## src/design/lsm_pkg.sv

```systemverilog
// Shared types, constants and helpers for the line substring matcher.
// No dependencies; every other design file imports this package.
`default_nettype none

package lsm_pkg;

    localparam int unsigned PATTERN_MAX_DEF = 16;  // default match vector width
    localparam int unsigned PAT_BYTES       = 16;  // pattern bytes held in registers
    localparam int unsigned CFG_DATA_W      = 64;
    localparam int unsigned CFG_IDX_W       = 2;
    localparam int unsigned CFG_LEN_W       = 5;
    localparam int unsigned LEN_EXT_W       = 7;   // holds any length up to 64
    localparam int unsigned CNT_W           = 32;
    localparam logic [7:0]  NEWLINE_BYTE    = 8'd10;
    localparam logic [CNT_W-1:0] CNT_MAX    = '1;

    typedef enum logic [1:0] {
        REQ_BYTE  = 2'd0,
        REQ_EOF   = 2'd1,
        REQ_START = 2'd2
    } lsm_req_t;

    typedef enum logic [CFG_IDX_W-1:0] {
        CFG_PAT_LOW  = 2'd0,
        CFG_PAT_HIGH = 2'd1,
        CFG_PAT_LEN  = 2'd2
    } lsm_cfg_t;

    // Decoded operation of one accepted transaction; all zero when idle.
    typedef struct packed {
        logic content;       // byte other than newline
        logic newline;       // newline byte closing a line
        logic file_end;      // end-of-file request
        logic start_search;  // start-search request
    } lsm_op_t;

    function automatic logic [CNT_W-1:0] sat_inc(input logic [CNT_W-1:0] v);
        sat_inc = (v == CNT_MAX) ? v : v + CNT_W'(1);
    endfunction

endpackage

`default_nettype wire

```

## src/design/lsm_shift_and.sv

```systemverilog
// Shift-and match vector and per-line hit flag.
// Depends on lsm_pkg.
`default_nettype none

module lsm_shift_and #(
    parameter int unsigned PATTERN_MAX = 16
) (
    input  wire                               aclk,
    input  wire                               aresetn,
    input  lsm_pkg::lsm_op_t                  op,
    input  wire  [7:0]                        data_byte,
    input  wire  [lsm_pkg::CFG_DATA_W-1:0]    pattern_low,
    input  wire  [lsm_pkg::CFG_DATA_W-1:0]    pattern_high,
    input  wire  [lsm_pkg::CFG_LEN_W-1:0]     pattern_length,
    output logic                              line_matched
);
    import lsm_pkg::*;

    localparam logic [LEN_EXT_W-1:0] PMAX_EXT = LEN_EXT_W'(PATTERN_MAX);

    logic [PATTERN_MAX-1:0]      partial_reg, partial_next;
    logic                        hit_reg, hit_next;
    logic [PATTERN_MAX-1:0]      eq_vec;
    logic [PATTERN_MAX-1:0]      top_sel;
    logic [LEN_EXT_W-1:0]        len_ext, eff_len;
    logic [2*CFG_DATA_W-1:0]     pattern_all;

    assign pattern_all = {pattern_high, pattern_low};
    assign len_ext     = LEN_EXT_W'(pattern_length);
    // Clamp the length to the width of the match vector
    assign eff_len     = (len_ext > PMAX_EXT) ? PMAX_EXT : len_ext;

    for (genvar k = 0; k < PATTERN_MAX; k++) begin : g_bit
        logic [7:0] pat_byte;
        if (k < PAT_BYTES) begin : g_held
            assign pat_byte = pattern_all[k*8 +: 8];
        end else begin : g_zero
            assign pat_byte = 8'd0;
        end
        assign eq_vec[k]  = (pat_byte == data_byte) && (LEN_EXT_W'(k) < eff_len);
        assign top_sel[k] = (eff_len == LEN_EXT_W'(k + 1));
    end

    always_comb begin
        partial_next = ((partial_reg << 1) | PATTERN_MAX'(1)) & eq_vec;
        hit_next     = hit_reg | (|(partial_next & top_sel));
    end

    assign line_matched = hit_reg || (eff_len == '0);

    always_ff @(posedge aclk) begin
        if (!aresetn) begin
            partial_reg <= '0;
            hit_reg     <= 1'b0;
        end else if (op.newline || op.file_end) begin
            partial_reg <= '0;
            hit_reg     <= 1'b0;
        end else if (op.content) begin
            partial_reg <= partial_next;
            hit_reg     <= hit_next;
        end
    end

`ifndef SYNTHESIS
    a_clear_at_line_end: assert property (@(posedge aclk) disable iff (!aresetn)
        (op.newline || op.file_end) |=> (!hit_reg && partial_reg == '0))
        else $error("match state not cleared at line end");

    a_hit_from_byte: assert property (@(posedge aclk) disable iff (!aresetn)
        $rose(hit_reg) |-> $past(op.content))
        else $error("hit flag set without a content byte");

    a_hit_sticky_in_line: assert property (@(posedge aclk) disable iff (!aresetn)
        (hit_reg && !op.newline && !op.file_end) |=> hit_reg)
        else $error("hit flag lost inside a line");
`endif

endmodule

`default_nettype wire

```

## src/design/lsm_line_track.sv

```systemverilog
// Line number, byte position, line start and sticky match flag.
// Depends on lsm_pkg.
`default_nettype none

module lsm_line_track (
    input  wire                           aclk,
    input  wire                           aresetn,
    input  lsm_pkg::lsm_op_t              op,
    input  wire                           line_matched,
    output logic [lsm_pkg::CNT_W-1:0]     line_number,
    output logic [lsm_pkg::CNT_W-1:0]     line_start,
    output logic [lsm_pkg::CNT_W-1:0]     line_length,
    output logic                          any_match
);
    import lsm_pkg::*;

    logic [CNT_W-1:0] line_number_reg;
    logic [CNT_W-1:0] byte_pos_reg;
    logic [CNT_W-1:0] line_start_reg;
    logic             sticky_reg;
    logic [CNT_W-1:0] byte_pos_inc;

    assign byte_pos_inc = sat_inc(byte_pos_reg);

    assign line_number = line_number_reg;
    assign line_start  = line_start_reg;
    assign line_length = byte_pos_reg - line_start_reg;
    // Flag as seen after this line closes
    assign any_match   = sticky_reg | (line_matched & (op.newline | op.file_end));

    always_ff @(posedge aclk) begin
        if (!aresetn) begin
            line_number_reg <= CNT_W'(1);
            byte_pos_reg    <= '0;
            line_start_reg  <= '0;
            sticky_reg      <= 1'b0;
        end else begin
            if (op.content) begin
                byte_pos_reg <= byte_pos_inc;
            end
            if (op.newline) begin
                line_number_reg <= sat_inc(line_number_reg);
                byte_pos_reg    <= byte_pos_inc;
                line_start_reg  <= byte_pos_inc;
            end
            if (op.file_end) begin
                line_number_reg <= CNT_W'(1);
                byte_pos_reg    <= '0;
                line_start_reg  <= '0;
            end
            if (op.newline || op.file_end) begin
                sticky_reg <= any_match;
            end
            if (op.start_search) begin
                sticky_reg <= 1'b0;
            end
        end
    end

`ifndef SYNTHESIS
    a_start_not_past_pos: assert property (@(posedge aclk) disable iff (!aresetn)
        line_start_reg <= byte_pos_reg)
        else $error("line start beyond byte position");

    a_file_restart: assert property (@(posedge aclk) disable iff (!aresetn)
        op.file_end |=> (line_number_reg == CNT_W'(1) && byte_pos_reg == '0))
        else $error("per-file counters not restarted");

    a_sticky_cleared: assert property (@(posedge aclk) disable iff (!aresetn)
        op.start_search |=> !sticky_reg)
        else $error("sticky flag survives start search");
`endif

endmodule

`default_nettype wire

```

## src/design/line_substring_matcher.sv

```systemverilog
// Top level of the line substring matcher: config registers, request decode,
// result register. Depends on lsm_pkg, lsm_shift_and and lsm_line_track.
// Usage:
//   Input channel s_*: one transaction per request. s_tuser[1:0] is the
//   request kind (content byte, end of file, start search), s_tdata[7:0]
//   the content byte. Content is split into lines at newline.
//   Result channel m_*: one transaction for every newline that closes a
//   matching line and for every end-of-file request (m_tlast high on the
//   latter). Other requests produce nothing.
//   Configuration: write pattern bytes and pattern length on cfg_* only
//   while no request is in flight; a length of 0 matches every line.
// Timing:
//   A result appears on m_* in the cycle after its request is accepted.
//   Throughput is one request per clock, held only by the single result
//   register.
//   While the receiver stalls a waiting result, s_tready drops and the
//   result holds; requests that cause no result still flow when the
//   register is empty.
// Reset (aresetn low, synchronous): clears pattern registers, line counters,
//   match state, the sticky flag and the result valid.
`default_nettype none

module line_substring_matcher #(
    parameter int unsigned PATTERN_MAX = lsm_pkg::PATTERN_MAX_DEF
) (
    input  wire                              aclk,
    input  wire                              aresetn,
    // input channel
    input  wire                              s_tvalid,
    output logic                             s_tready,
    input  wire  [7:0]                       s_tdata,   // [7:0] data_byte
    input  wire  [1:0]                       s_tuser,   // [1:0] req_type
    // result channel
    output logic                             m_tvalid,
    input  wire                              m_tready,
    // [31:0] line_number, [63:32] line_start, [95:64] line_length,
    // [96] line_matched, [97] any_match, [103:98] zero
    output logic [103:0]                     m_tdata,
    output logic                             m_tlast,   // file_end
    // configuration write port
    input  wire                              cfg_we,
    input  wire  [lsm_pkg::CFG_IDX_W-1:0]    cfg_index,
    input  wire  [lsm_pkg::CFG_DATA_W-1:0]   cfg_data
);
    import lsm_pkg::*;

    logic [CFG_DATA_W-1:0] pat_low_reg, pat_high_reg;
    logic [CFG_LEN_W-1:0]  pat_len_reg;

    logic                  s_accept;
    lsm_op_t               op;
    logic                  line_matched;
    logic [CNT_W-1:0]      line_number, line_start, line_length;
    logic                  any_match;
    logic                  emit;

    logic                  m_valid_reg;
    logic [103:0]          m_data_reg;
    logic                  m_last_reg;

    // Configuration registers: written directly, no read-back
    always_ff @(posedge aclk) begin
        if (!aresetn) begin
            pat_low_reg  <= '0;
            pat_high_reg <= '0;
            pat_len_reg  <= '0;
        end else if (cfg_we) begin
            case (cfg_index)
                CFG_PAT_LOW:  pat_low_reg  <= cfg_data;
                CFG_PAT_HIGH: pat_high_reg <= cfg_data;
                CFG_PAT_LEN:  pat_len_reg  <= cfg_data[CFG_LEN_W-1:0];
                default:      ;  // unused index: drop the write
            endcase
        end
    end

    // Accept whenever the result register is empty or being drained
    assign s_tready = !m_valid_reg || m_tready;
    assign s_accept = s_tvalid && s_tready;

    // Decode the accepted transaction; request code 3 decodes to nothing
    always_comb begin
        op              = '0;
        op.content      = s_accept && (s_tuser == REQ_BYTE) && (s_tdata != NEWLINE_BYTE);
        op.newline      = s_accept && (s_tuser == REQ_BYTE) && (s_tdata == NEWLINE_BYTE);
        op.file_end     = s_accept && (s_tuser == REQ_EOF);
        op.start_search = s_accept && (s_tuser == REQ_START);
    end

    lsm_shift_and #(
        .PATTERN_MAX (PATTERN_MAX)
    ) u_shift_and (
        .aclk           (aclk),
        .aresetn        (aresetn),
        .op             (op),
        .data_byte      (s_tdata),
        .pattern_low    (pat_low_reg),
        .pattern_high   (pat_high_reg),
        .pattern_length (pat_len_reg),
        .line_matched   (line_matched)
    );

    lsm_line_track u_line_track (
        .aclk         (aclk),
        .aresetn      (aresetn),
        .op           (op),
        .line_matched (line_matched),
        .line_number  (line_number),
        .line_start   (line_start),
        .line_length  (line_length),
        .any_match    (any_match)
    );

    // A matching newline or any end-of-file produces a result
    assign emit = (op.newline && line_matched) || op.file_end;

    // Result register: load on a producing transaction, clear when taken
    always_ff @(posedge aclk) begin
        if (!aresetn) begin
            m_valid_reg <= 1'b0;
        end else if (emit) begin
            m_valid_reg <= 1'b1;
        end else if (m_tready) begin
            m_valid_reg <= 1'b0;
        end
    end

    // Payload needs no reset; advance only on a new result
    always_ff @(posedge aclk) begin
        if (emit) begin
            m_data_reg <= {6'd0, any_match, line_matched,
                           line_length, line_start, line_number};
            m_last_reg <= op.file_end;
        end
    end

    assign m_tvalid = m_valid_reg;
    assign m_tdata  = m_data_reg;
    assign m_tlast  = m_last_reg;

`ifndef SYNTHESIS
    a_eof_gives_result: assert property (@(posedge aclk) disable iff (!aresetn)
        op.file_end |=> (m_valid_reg && m_last_reg))
        else $error("end of file without a final result");

    a_start_no_result: assert property (@(posedge aclk) disable iff (!aresetn)
        op.start_search |=> !m_valid_reg)
        else $error("start search produced a result");

    a_line_result_matched: assert property (@(posedge aclk) disable iff (!aresetn)
        (m_valid_reg && !m_last_reg) |-> m_data_reg[96])
        else $error("unmatched line reported");

    a_match_sets_any: assert property (@(posedge aclk) disable iff (!aresetn)
        (m_valid_reg && m_data_reg[96]) |-> m_data_reg[97])
        else $error("matched line without sticky flag");
`endif

endmodule

`default_nettype wire
```

## config.mk

```make
export PLATFORM = sky130hd
export DESIGN_NAME = line_substring_matcher
export DESIGN_NICKNAME = d
export VERILOG_FILES = /design/src/design/lsm_pkg.sv /design/src/design/lsm_shift_and.sv /design/src/design/lsm_line_track.sv /design/src/design/line_substring_matcher.sv
export SDC_FILE = /design/constraint.sdc
export NUM_CORES = 1
export LEC_CHECK = 0
export BUFFER_PORTS_ARGS = -buffer_cell sky130_fd_sc_hd__buf_2
export CAP_MARGIN = 10
export CORE_MARGIN = 2
export CORE_UTILIZATION = 50
export CTS_BUF_LIST = sky130_fd_sc_hd__clkbuf_4 sky130_fd_sc_hd__clkbuf_8 sky130_fd_sc_hd__clkbuf_16
export CTS_CLUSTER_SIZE = 28
export DETAILED_ROUTE_END_ITERATION = 6
export PLACE_DENSITY = 0.7
export SLEW_MARGIN = 20
export SYNTH_ARGS = -nofsm -noshare
export SYNTH_HDL_FRONTEND = slang
export SYNTH_SLANG_ARGS = --single-unit
```

## constraint.sdc

```tcl
create_clock -name aclk -period 9.5 [get_ports aclk]
set_clock_uncertainty 0.05 [all_clocks]
set_input_delay 0.475 -clock aclk [delete_from_list [all_inputs] [get_ports aclk]]
set_output_delay 0.475 -clock aclk [all_outputs]
set_load 0.02 [all_outputs]
```

Yosys cells after proc, flatten, opt, wreduce, memory -nomap -nowiden
Index checks and enable logic that the tools add are counted.
{"block": "classes", "eq_ne": 40, "n_reduce_logical": 41, "n_addsub": 3, "bitwise_logic": 8, "n_mux": 6, "n_lt_le_gt_ge": 17}
{"operator": "$eq 8x8->1", "count": 16}
{"operator": "$mux 32", "count": 3}
{"operator": "$add 32x1->32 const B", "count": 2}
{"operator": "$eq 32x32->1 const B", "count": 2}
{"operator": "$eq 7x4->1 const B", "count": 8}
{"operator": "$lt 4x7->1 const A", "count": 8}
{"operator": "$and 16x16->16", "count": 2}
{"operator": "$sub 32x32->32", "count": 1}
{"operator": "$eq 7x3->1 const B", "count": 4}
{"operator": "$lt 3x7->1 const A", "count": 4}
{"operator": "$logic_and 1x1->1", "count": 23}
{"operator": "$reduce_or 16->1", "count": 1}
{"operator": "$eq 7x2->1 const B", "count": 2}
{"operator": "$lt 1x7->1 const A", "count": 2}
{"operator": "$lt 2x7->1 const A", "count": 2}
{"operator": "$eq 8x4->1 const B", "count": 1}
{"operator": "$ne 8x4->1 const B", "count": 1}
{"operator": "$reduce_and 2->1", "count": 4}
{"operator": "$eq 7x1->1 const B", "count": 1}
{"operator": "$eq 7x5->1 const B", "count": 1}
{"operator": "$logic_not 7->1", "count": 1}
{"operator": "$reduce_or 2->1", "count": 3}
{"operator": "$gt 5x5->1 const B", "count": 1}
{"operator": "$mux 5", "count": 1}
{"operator": "other kinds (10)", "count": 21}
{"block": "word_totals", "wordCells": 127, "reg_bits": 346, "output_inout_bits": 107, "in_bits": 81}

Depth between registers and ports, before layout
Gate-level depths: netlist of run 1.
{"block": "logic_depth", "ltp_word": 8, "ltp_mapped": 11, "mapped_depth_nobuf": 11}

Hierarchy
A second synthesis of run 1 with hierarchy kept.
{"block": "hier_totals", "cells_unflattened": 1828, "hier_area_um2": 16447.0}
{"module": "line_substring_matcher", "area_per_inst_um2": 7741.2, "cells_per_inst": 698, "n_inst": 1, "seq_area_each_um2": 5655.4}
{"module": "lsm_line_track", "area_per_inst_um2": 6207.2, "cells_per_inst": 807, "n_inst": 1, "seq_area_each_um2": 1941.9}
{"module": "lsm_shift_and", "area_per_inst_um2": 2498.6, "cells_per_inst": 323, "n_inst": 1, "seq_area_each_um2": 320.3}

Least setup slack after synthesis of run 1
OpenSTA, ideal clock, no wires.
{"block": "synth_timing", "path_type": "input to register", "start": "input port s_tdata[3]", "end": "register m_data_reg[0] (netlist: m_tdata[0]) (enable)", "t_required_ps": 8754, "path_stages": 5, "arrival_ps": 8519, "setup_slack_ps": 235, "setup_time_ps": 696, "n_path_buf": 2, "path_cell_list": "clkbuf_1 nor4bb_1 nand3_1 clkbuf_1 o21ai_0"}
{"block": "synth_via", "elab_chain_cells": 4}
{"element": "from (decl)", "line_no": "line_substring_matcher.sv:31", "source": "input wire [7:0] s_tdata,"}
{"element": "$eq 8x4->1", "line_no": "line_substring_matcher.sv:85", "source": "op.newline = s_accept && (s_tuser == REQ_BYTE) && (s_tdata == NEWLINE_BYTE);"}
{"element": "$logic_and 1x1->1", "line_no": "line_substring_matcher.sv:85"}
{"element": "$logic_and 1x1->1", "line_no": "line_substring_matcher.sv:115", "source": "assign emit = (op.newline && line_matched) || op.file_end;"}
{"element": "$logic_or 1x1->1", "line_no": "line_substring_matcher.sv:115"}
{"element": "net emit", "line_no": "line_substring_matcher.sv:55", "source": "logic emit;"}
{"element": "to (signal assigned)", "line_no": "line_substring_matcher.sv:131", "source": "m_data_reg <= {6'd0, any_match, line_matched,"}
{"element": "to (decl)", "line_no": "line_substring_matcher.sv:58", "source": "logic [103:0] m_data_reg;"}
The timed path passes the listed nets, and every way through them passes these cells.
A chain may end at the register's enable or synchronous reset.

Worst setup path in the final report of run 1
{"block": "layout_timing", "start": "register u_line_track.byte_pos_reg[0]", "end": "register m_data_reg[94] (netlist: m_tdata[94]), data pin"}
{"block": "layout_via", "elab_chain_cells": 1}
{"element": "from (decl)", "line_no": "lsm_line_track.sv:18", "source": "logic [CNT_W-1:0] byte_pos_reg;"}
{"element": "from (signal assigned)", "line_no": "lsm_line_track.sv:39", "source": "byte_pos_reg <= byte_pos_inc;"}
{"element": "from (signal assigned)", "line_no": "lsm_line_track.sv:43", "source": "byte_pos_reg <= byte_pos_inc;"}
{"element": "$sub 32x32->32", "line_no": "lsm_line_track.sv:27", "source": "assign line_length = byte_pos_reg - line_start_reg;"}
{"element": "net line_length[30]", "line_no": "line_substring_matcher.sv:53", "source": "logic [CNT_W-1:0] line_number, line_start, line_length;"}
The timed path passes the listed nets, and every way through them passes these cells.

==> impl_results.md, run 1 <==
* Total GRT Usage at 22.3%
* Largest net degree at the start of global routing at 136
* Hold-fix buffers, CTS at 0
* Remaining Overflow, GRT at 0
* Syn_area_per_cell at 9.19 um^2
* Area after DPL at 0.0176 mm^2
* Worst slew pin tran at 1.07 ns
* DRT iter0 DRCs at 678
* Die Y at 185 um
* Clk pin slew, worst setup/hold paths at 0.06 ns
* Starting density of the core at 50.7%
* N_diodes at 0
* Async S/R FF share, synth at 0%
* Clk_lat worst skew at 0.53 ns
* Critical path launch point type: register
* Post_cts resized at 0
* Crit path max fanout at 4
* Design area at 0.0188 mm^2
* Port buffer count at 181
* Max-cap violation count at 0
* Synth cell types at 72
* Cell taking the most area after synthesis: dfxtp_1
* WP data required at 9.72 ns
* # Post-CTS Setup Buffers at 0
* Most numerous cell in the Yosys netlist: nand2_1
* Critical path type: reg -> reg
* Drt pass-1 iters at 5
* HP Class: in -> reg
* Final hold violation count at 0
* Critical Path AT at 4.07 ns
* P_leak at 6.81 nW
* Root Buffer: clkbuf_16
* DRC Markers at 0
* Fmax at 259 MHz
* RSZ-0062 raised after global routing: false
* Post-synth EDFFs at 99
* Crit path time final at 3.85 ns
* Vias in the first global route at 12100
* TritonCTS clock tree: built
* Status: finished, final reports clean
* Die area at 0.0343 mm^2
* Total placed cells including tap cells at 2324
* First-pass GRT wire length at 61.9 mm
* Routed wire length per instance at 16.0 um
* Total negative setup slack at 0 ns
* List of most frequent post-synthesis cells: nand2_1, dfxtp_1, xnor2_1
* Cells after Synth at 1789
* I/O pins at 188
* Core Region at 0.0325 mm^2
* Initial antenna violation count at 0
* Slew HR at 27.4%
* Synthesized cell area at 0.0164 mm^2
* Clock Sinks at 346
* Seq cells post-synth at 346
* Largest register FFs at 98
* Most used DFF post-synth: dfxtp_1
* CP endpoint kind: register
* Num CTS Buffers at 37
* Via count at 12700
* Post-route clock period utilization at 40.6%
* Area Growth Syn to Fin at 14.7%
* Synth area leaders: dfxtp_1, edfxtp_1, xnor2_1
* Final wirelength at 38.2 mm
* Routability congestion estimate at 0.878
* Clk buf depth at 3
* Vias/cell at 5.33
* Final count of negative-setup-slack endpoints at 0
* Post-DP HPWL at 26.0 mm
* Final antenna-violating net count at 0
* YS warnings at 0
* Peak supply drop at 130 uV
* Fin cells at 2391
* Rows at 66
* Share of cells above drive strength 1 at 14.4%
* Slew Limit Fails at 0
* Fillers at 2867
* Max H-tree Level at 2
* Die Width at 185 um
* Nets at 2036
* Pwr dens at 172 mW/mm^2
* Top-area cell type share of the netlist area at 30.1%
* Seq/Total Area, Yosys at 48.2%
metrics by stage:
stage               setup WS [ns]  power (mW)  utilization, %  hold WS [ns]
detailed placement           5.50        1.79            54.2         0.396
CTS                          5.68        3.27            58.1         0.148
global route                 5.33        3.35            58.1         0.157
global placement             5.57        1.78            54.2         0.393
floorplan                   0.235        1.73               -         0.375
finish                       5.65        3.24            58.1         0.159
path summary, 6_finish.rpt:
check,slack (ns),from,cells after the start,to
max,5.65,u_line_track.byte_pos_reg[0],11,m_tdata[94]
min,0.16,cfg_data[17],3,pat_high_reg[17]
max reg2reg,5.65,u_line_track.byte_pos_reg[0],11,m_tdata[94]
min reg2reg,0.40,u_line_track.line_start[20],0,m_tdata[52]
worst max-delay path: stages, from the launching register on:
cell and delay [ns]:
dfxtp_1 0.39, inv_1 0.10, ha_1 0.21, fa_1 0.42, nand2b_1 0.20, a211oi_1 0.28
o21ai_0 0.30, o41ai_1 0.93, a2111oi_0 0.28, o21bai_1 0.20, a21oi_1 0.10, xnor2_1 0.14
layer usage:
metal | routed length [um] | track usage, % | part of all wire, % | vias up
li1 | - | - | - | 6358
met2 | 18400 | 38.2 | 48 | 371
met3 | 2140 | 3.09 | 5.6 | 88
met1 | 16500 | 28.9 | 43 | 5922
met5 | 0 | 0 | 0 | -
met4 | 1170 | 7.40 | 3.1 | 0
report_power, final:
group	internal, mW	switching, mW	total (mW)
Clock	0.906	0.581	1.49
Sequential	1.54	0.0191	1.56
Combinational	0.0722	0.121	0.193
cell families after synthesis:
group,count (synthesis),share of synthesized area [%]
adder cells (fa/ha/maj),34,2.63
XOR/XNOR,229,12.2
AO/OA/AOI/OAI,309,12.8
AND/OR/NAND/NOR,695,19.2
multiplexers,15,0.997
flip-flops,346,48.2
other,1,0.0228
buffers and inverters,160,4.03
layout make-up:
| type | instances | area (um^2) | area share, % |
|---|---|---|---|
| Clock buffer | 47 | 1030 | 5.47 |
| Clock inverter | 20 | 229 | 1.21 |
| Inverter | 55 | 206 | 1.10 |
| Multi-Input combinational cell | 1288 | 7910 | 42.0 |
| Sequential cell | 346 | 7920 | 42.0 |
| Tap cell | 442 | 553 | 2.93 |
| Timing Repair Buffer | 193 | 1000 | 5.30 |
cells in the final DEF, fill, tap and decap left out, types with 17 or more instances in the layout:
cell type / instances
a211oi_1: 25
a21boi_0: 131
a21oi_1: 65
buf_2: 181
clkbuf_16: 38
dfxtp_1: 247
edfxtp_1: 99
ha_1: 33
inv_1: 55
nand2_1: 332
nand3_1: 33
nand4_1: 47
nor2_1: 148
nor3_1: 30
nor4_1: 17
o21ai_0: 38
or3_1: 19
xnor2_1: 150
xor2_1: 79
Power figures use the tool's default switching activity.
==> inputs of run 2 (changes only) <==
Settings changed: ABC_AREA set to 1, PLACE_DENSITY 0.7 to 0.69.
Clock period 9.5 ns to 3.5 ns, I/O delays scaled along.
==> run 2 against run 1 <==
Setup slack got worse by 5.0 ns. Global-route usage up 4.9 points. Die area grew 6.3%. Hold slack worse by 0.023 ns. First-iteration DRC count increased by 84%. Register-to-register slack got worse by 5.0 ns. Sequential power grew to 2.8 times the previous value. Maximum frequency is 37% higher. Utilization rose by 1.9 points. Critical path type unchanged.
==> impl_results.md, run 2 <==
* CP endpoint kind: register
* HP Class: in -> reg
* Max H-tree Level at 2 (unchanged)
* Critical path launch point type: register
* Sequential cell area at 0.00792 mm^2 (unchanged)
* Die area at 0.0365 mm^2 (+6.3%)
* Min Hold Slack at 0.137 ns (-0.0228 ns)
* Slowest stage delay, CP at 0.58 ns (-0.35 ns)
* Fmax at 356 MHz (+37%)
* YS warnings at 0 (unchanged)
* Critical path type: reg -> reg
* RSZ-0062 raised after global routing: false
* Die Width at 191 um (+3.1%)
* Clk_lat worst skew at 0.53 ns (about the same)
* Most numerous cell in the Yosys netlist: nand2_1
* Remaining Overflow, GRT at 0 (unchanged)
* Critical Path AT at 3.23 ns (-0.84 ns)
* Most frequent cells in the layout: nand2_1, nor2_1, inv_1
* Num CTS Buffers at 37 (unchanged)
* Area of the multi-input gates at 0.00814 mm^2 (+2.8%)
* Synth cell types at 53 (-26%)
* P_int at 7.06 mW (+180%)
* Share of cells above drive strength 1 at 12.6% (-1.7 points)
* Largest register FFs at 98 (unchanged)
* # Post-CTS Setup Buffers at 0 (unchanged)
* Die Y at 191 um (+3.1%)
* Nets at 2638 (+30%)
* Final cell utilization of the core at 60.0% (+1.9 points)
* Critical path launch point: pat_len_reg[4]
* TritonCTS clock tree: built
* Sequential share of power at 45.9% (-2.3 points)
* Post-DP HPWL at 35.6 mm (+37%)
* Power share of the clock group at 41.2% (-4.7 points)
* Vias/cell at 5.31 (-0.35%)
* Combinational cell fraction of total power at 12.9% (+6.9 points)
* Most used DFF post-synth: dfxtp_1
* Clk pin slew, worst setup/hold paths at 0.06 ns (about the same)
* Drt pass-1 iters at 5 (unchanged)
* Top-area cell type share of the netlist area at 28.3% (-1.8 points)
* Max-cap violation count at 0 (unchanged)
* Seq cells post-synth at 346 (unchanged)
* Worst-path cell chain: inv_1, nand2_1, nor2_1, nand2_1, nor2_1, inv_1, nand2_1, inv_1, a21oi_1, nor2_1, a211oi_1, dlygate4sd3_1
* Crit path max fanout at 7 (+3)
* DRC Markers at 0 (unchanged)
* Syn_area_per_cell at 7.59 um^2 (-17%)
* Switching power at 2.46 mW (+240%)
* Routed wire length per instance at 16.6 um (+3.9%)
* Total GRT Usage at 27.2% (+4.9 points)
* Pwr dens at 461 mW/mm^2 (+170%)
* Post-synth EDFFs at 99 (unchanged)
* Synthesized cell area at 0.0175 mm^2 (+6.4%)
* Root Buffer: clkbuf_16
* Clk buf depth at 3 (unchanged)
* Final hold violation count at 0 (unchanged)
* I/O pins at 188 (unchanged)
* Port buffer count at 181 (unchanged)
* Synth area leaders: dfxtp_1, edfxtp_1, nand2_1
* Slowest CP cell: dlygate4sd3_1
* List of most frequent post-synthesis cells: nand2_1, nor2_1, inv_1
* Post-route clock period utilization at 80.2% (+40 points)
* Async S/R FF share, synth at 0% (unchanged)
* Status: finished, final reports clean
* Worst slew pin tran at 0.815 ns (-0.260 ns)
* Hold_sp: s_tuser[0]
* DRT iter0 DRCs at 1247 (+84%)
* Seq/Total Area, Yosys at 45.3% (-2.9 points)
* Crit path time final at 2.81 ns (-1.05 ns)
* Clock Sinks at 346 (unchanged)
* Final wirelength at 49.9 mm (+31%)
* Cells after Synth at 2304 (+29%)
* WP data required at 3.92 ns (-5.80 ns)
* Most common cell after layout, fill and taps aside: nand2_1
* Switch share at 25.9% (+3.6 points)
* Largest net degree at the start of global routing at 135 (-0.74%)
* Fillers at 3217 (+12%)
* Total negative setup slack at 0 ns (unchanged)
* Core Region at 0.0345 mm^2 (+6.2%)
* Via count at 16000 (+25%)
* Final count of negative-setup-slack endpoints at 0 (unchanged)
* P_leak at 8.79 nW (+29%)
* Slew HR at 45.7% (+18 points)
* Routability congestion estimate at 0.956 (+8.8%)
* Rows at 68 (+3.0%)
* N_diodes at 0 (unchanged)
* Cell taking the most area after synthesis: dfxtp_1
* Area Growth Syn to Fin at 18.2%
* Peak supply drop at 367 uV (+180%)
* Initial antenna violation count at 0 (unchanged)
* FF-to-FF Start: pat_len_reg[4]
* Final antenna-violating net count at 0 (unchanged)
* Starting density of the core at 50.8% (+0.11 points)
* Vias in the first global route at 15000 (+24%)
* Slew Limit Fails at 0 (unchanged)
* First-pass GRT wire length at 78.6 mm (+27%)
==> run 2: cell type report <==
class,instances,share of cell area [%]
multi-input cells,1586,39.4
flip-flops and latches,346,38.3
repair buffers,274,8.65
clock buffers,56,5.52
inverters,278,5.05
well taps,455,2.75
clock inverters,10,0.393
==> run 2: power by group through the flow <==
stage / Clock (mW) / Sequential, mW / Combinational, mW
after floorplan: 0 / 4.48 / 0.770
after global placement: 0 / 4.46 / 1.14
after detailed placement: 0 / 4.46 / 1.15
after CTS: 3.99 / 4.37 / 1.22
after global routing: 4.15 / 4.39 / 1.37
final: 3.92 / 4.38 / 1.23
==> run 2: metrics by stage <==
step	worst slack (ns)	instances	total power [mW]	area (um^2)
6_report	0.693	3005	9.53	20700
5_1_grt	0.471	3005	9.90	20700
4_1_cts	0.697	3005	9.58	20700
3_5_place_dp	0.785	2872	5.61	18800
3_3_place_gp	0.730	2872	5.60	18800
2_1_floorplan	0.256	2309	5.25	17500
==> run 2: worst paths after layout <==
| check | slack (ns) | endpoint | cells after the start |
|---|---|---|---|
| worst min-delay path | 0.14 | m_tlast | 4 |
| worst min register to register | 0.38 | m_tdata[39] | 0 |
| worst max register to register | 0.69 | u_line_track.sticky_reg | 12 |
| worst max-delay path | 0.69 | u_line_track.sticky_reg | 12 |
==> run 2: critical path, delay by kind of cell, from the launching register on <==
family,cells,cell delay [ns]
simple gates,6,1.12
flops,1,0.36
buf+inv,4,0.92
compound gates,2,0.31
==> run 2: per-layer routing <==
metal	wire length (um)	track usage, %	vias up	share of wire [%]
met3	2460	3.58	97	4.9
li1	-	-	8001	-
met2	24100	46.9	469	48
met1	22000	35.3	7388	44
met4	1370	8.68	0	2.7
met5	0	0	-	0
==> run 2: kinds of logic after synthesis <==
logic type / Yosys count / synth area share (%)
xor gates and xnor gates: 109 / 5.50
other: 1 / 0.0214
DFF: 346 / 45.3
buffers and inverters: 377 / 8.57
AOI/OAI and AO/OA: 494 / 15.4
and+or+nand+nor: 943 / 22.8
adders and majority gates: 34 / 2.47
==> run 2: repair_timing <==
| action | in CTS | in global routing |
|---|---|---|
| setup endpoints to repair | 0 | 0 |
| resized for setup | 0 | 0 |
| hold buffers | 67 | 0 |
| endpoints found under the hold margin | 135 | 0 |
==> inputs of run 3 (changes only) <==
Settings changed: ABC_AREA 1 to 0, PLACE_DENSITY 0.69 to 0.67.
Clock period 3.5 ns to 2.9 ns, I/O delays scaled along.
==> run 3 against run 2 <==
Final area down 1.2%. Largest cell class unchanged. Largest power group unchanged. Hold slack better by 0.026 ns. Cell count is 15% lower. Utilization rose by 2.9 points. Routed wire length decreased by 18%. Clock-buffer cell count down 3. Sequential share of layout area up 0.49 points. Clock power is 20% higher. Highest routed layer unchanged. Critical path depth unchanged. Combinational power down 38%. Critical path type unchanged.
==> impl_results.md, run 3 (same netlist as run 1, synthesis figures left out) <==
* Largest net degree at the start of global routing at 136 (+0.74%)
* Crit path max fanout at 4 (-3)
* Critical Path AT at 3.08 ns (-0.15 ns)
* WP data required at 3.11 ns (-0.81 ns)
* Clk_lat worst skew at 0.52 ns (about the same)
* Post-DP HPWL at 28.1 mm (-21%)
* HP Class: in -> reg
* Remaining Overflow, GRT at 0 (unchanged)
* First-pass GRT wire length at 65.5 mm (-17%)
* N_diodes at 0 (unchanged)
* Fmax at 348 MHz (-2.2%)
* Fillers at 2686 (-17%)
* Largest register FFs at 98 (unchanged)
* Slowest CP cell: fa_2
* Clk buf depth at 3 (unchanged)
* Area Growth Syn to Fin at 24.3%
* Die area at 0.0343 mm^2 (-5.9%)
* Final hold violation count at 0 (unchanged)
* Share of cells above drive strength 1 at 19.3% (+6.6 points)
* CP bufs+invs at 2 (-2)
* Die Y at 185 um (-3.0%)
* Delay-heaviest family, CP: compound AO/OA/AOI/OAI gates
* Via count at 13500 (-16%)
* Critical path type: reg -> reg
* DRT iter0 DRCs at 745 (-40%)
* Drt pass-1 iters at 5 (unchanged)
* Peak supply drop at 402 uV (+9.5%)
* Port buffer count at 181 (unchanged)
* Worst Slack Setup Final at 0.0298 ns (-0.663 ns)
* Routability congestion estimate at 0.878 (-8.2%)
* Clk pin slew, worst setup/hold paths at 0.06 ns (about the same)
* Max H-tree Level at 2 (unchanged)
* Crit path time final at 2.87 ns (+0.0627 ns)
* Clock Sinks at 346 (unchanged)
* Final count of negative-setup-slack endpoints at 0 (unchanged)
* Nets at 2206 (-16%)
* Core Region at 0.0325 mm^2 (-5.8%)
* I/O pins at 188 (unchanged)
* Worst-path cell chain: inv_2, ha_4, fa_2, nand2b_4, a211oi_4, o21ai_2, o41ai_2, buf_4, nor3_2, o31ai_1, a21oi_1, xnor2_1
* Vias in the first global route at 13000 (-14%)
* Rows at 66 (-2.9%)
* Most frequent cells in the layout: nand2_1, dfxtp_1, buf_2
* Min Hold Slack at 0.163 ns (+0.0264 ns)
* Root Buffer: clkbuf_16
* Num CTS Buffers at 38 (+2.7%)
* Critical path launch point type: register
* CP endpoint kind: register
* Status: finished, final reports clean
* Final cell utilization of the core at 62.9% (+2.9 points)
* Worst slew pin tran at 0.886 ns (+0.0714 ns)
* Routed wire length per instance at 16.0 um (-3.8%)
* Total power at 10.6 mW (+11%)
* P_leak at 7.63 nW (-13%)
* Die Width at 185 um (-3.0%)
* Post-route clock period utilization at 99.0% (+19 points)
* Max-cap violation count at 0 (unchanged)
* Starting density of the core at 50.7% (-0.11 points)
* Pwr dens at 519 mW/mm^2 (+13%)
* Pre-CTS setup slack at -0.118 ns (-0.903 ns)
* Slew HR at 40.9% (-4.8 points)
* Total GRT Usage at 23.7% (-3.5 points)
* Initial antenna violation count at 0 (unchanged)
* DRC Markers at 0 (unchanged)
* Most common cell after layout, fill and taps aside: nand2_1
* Slowest stage delay, CP at 0.38 ns (-0.20 ns)
* TritonCTS clock tree: built
* Final wirelength at 40.9 mm (-18%)
* Vias/cell at 5.26 (-0.99%)
* RSZ-0062 raised after global routing: true
* Slew Limit Fails at 0 (unchanged)
* Final antenna-violating net count at 0 (unchanged)
==> run 3: cell types whose count changed in the layout (fill, tap and decap cells not counted), moves of 17 or more <==
cell and change:
a21boi_0 +127, a21oi_1 -121, buf_4 +86, inv_1 -212
nand2_1 -116, nand3_1 -28, nor2_1 -139, nor3_1 -17
o211ai_1 -21, o21ai_0 -194, or3_1 +18, xnor2_1 +111
==> run 3: final cells by class <==
type | instances | area [um^2] | area share, %
multi-input combinational | 1288 | 8050 | 39.4
sequential | 346 | 7920 | 38.8
timing repair buffer | 362 | 2470 | 12.1
clock buffer | 53 | 1110 | 5.41
tap | 442 | 553 | 2.71
inverter | 55 | 206 | 1.01
clock inverter | 13 | 120 | 0.588
==> run 3: metal layers <==
metal | wire, um | GRT usage, % | vias to the layer above | part of all wire [%]
met3 | 1940 | 2.93 | 70 | 4.7
li1 | - | - | 6691 | -
met4 | 962 | 6.67 | 0 | 2.4
met5 | 0 | 0 | - | 0
met2 | 20500 | 42.6 | 324 | 50
met1 | 17400 | 29.8 | 6367 | 43
==> run 3: tightest hold or removal path, cell delays in order <==
cell	delay, ns
buf_2	0.11
nor4b_4	0.06
buf_4	0.21
nand3_1	0.09
a21oi_1	0.06
==> run 3: per-stage QoR <==
stage	std cells	instance area [um^2]	setup TNS [ns]
global route	2559	20400	-0.256
global placement	2420	18400	-0.121
CTS	2553	20300	0
floorplan	1794	16500	-48.32
detailed placement	2420	18400	-0.451
finish	2559	20400	0
==> run 3: path summary, 6_finish.rpt <==
check | start | to | slack, ns | depth (start not counted)
min | s_tuser[1] | u_shift_and.partial_reg[13] | 0.16 | 5
min reg2reg | u_line_track.line_start[29] | m_tdata[61] | 0.41 | 0
max reg2reg | u_line_track.byte_pos_reg[0] | m_tdata[92] | 0.03 | 12
max | u_line_track.byte_pos_reg[0] | m_tdata[92] | 0.03 | 12
==> run 3: power by group <==
part / total, mW / internal (mW) / switching, mW / leakage [nW]
Clock: 4.72 / 2.84 / 1.88 / 0.621
Combinational: 0.765 / 0.328 / 0.437 / 4.07
Sequential: 5.11 / 5.05 / 0.0520 / 2.95
Total: 10.6 / 8.22 / 2.37 / 7.63
==> run 3: timing repair <==
action | in CTS | in global routing
resized for setup | 6 | 23
pin swaps | 0 | 13
gates cloned | 0 | 0
hold buffers | 67 | 0
setup endpoints to repair | 5 | 14
setup buffers | 0 | 6
hold endpoints to repair | 135 | 0
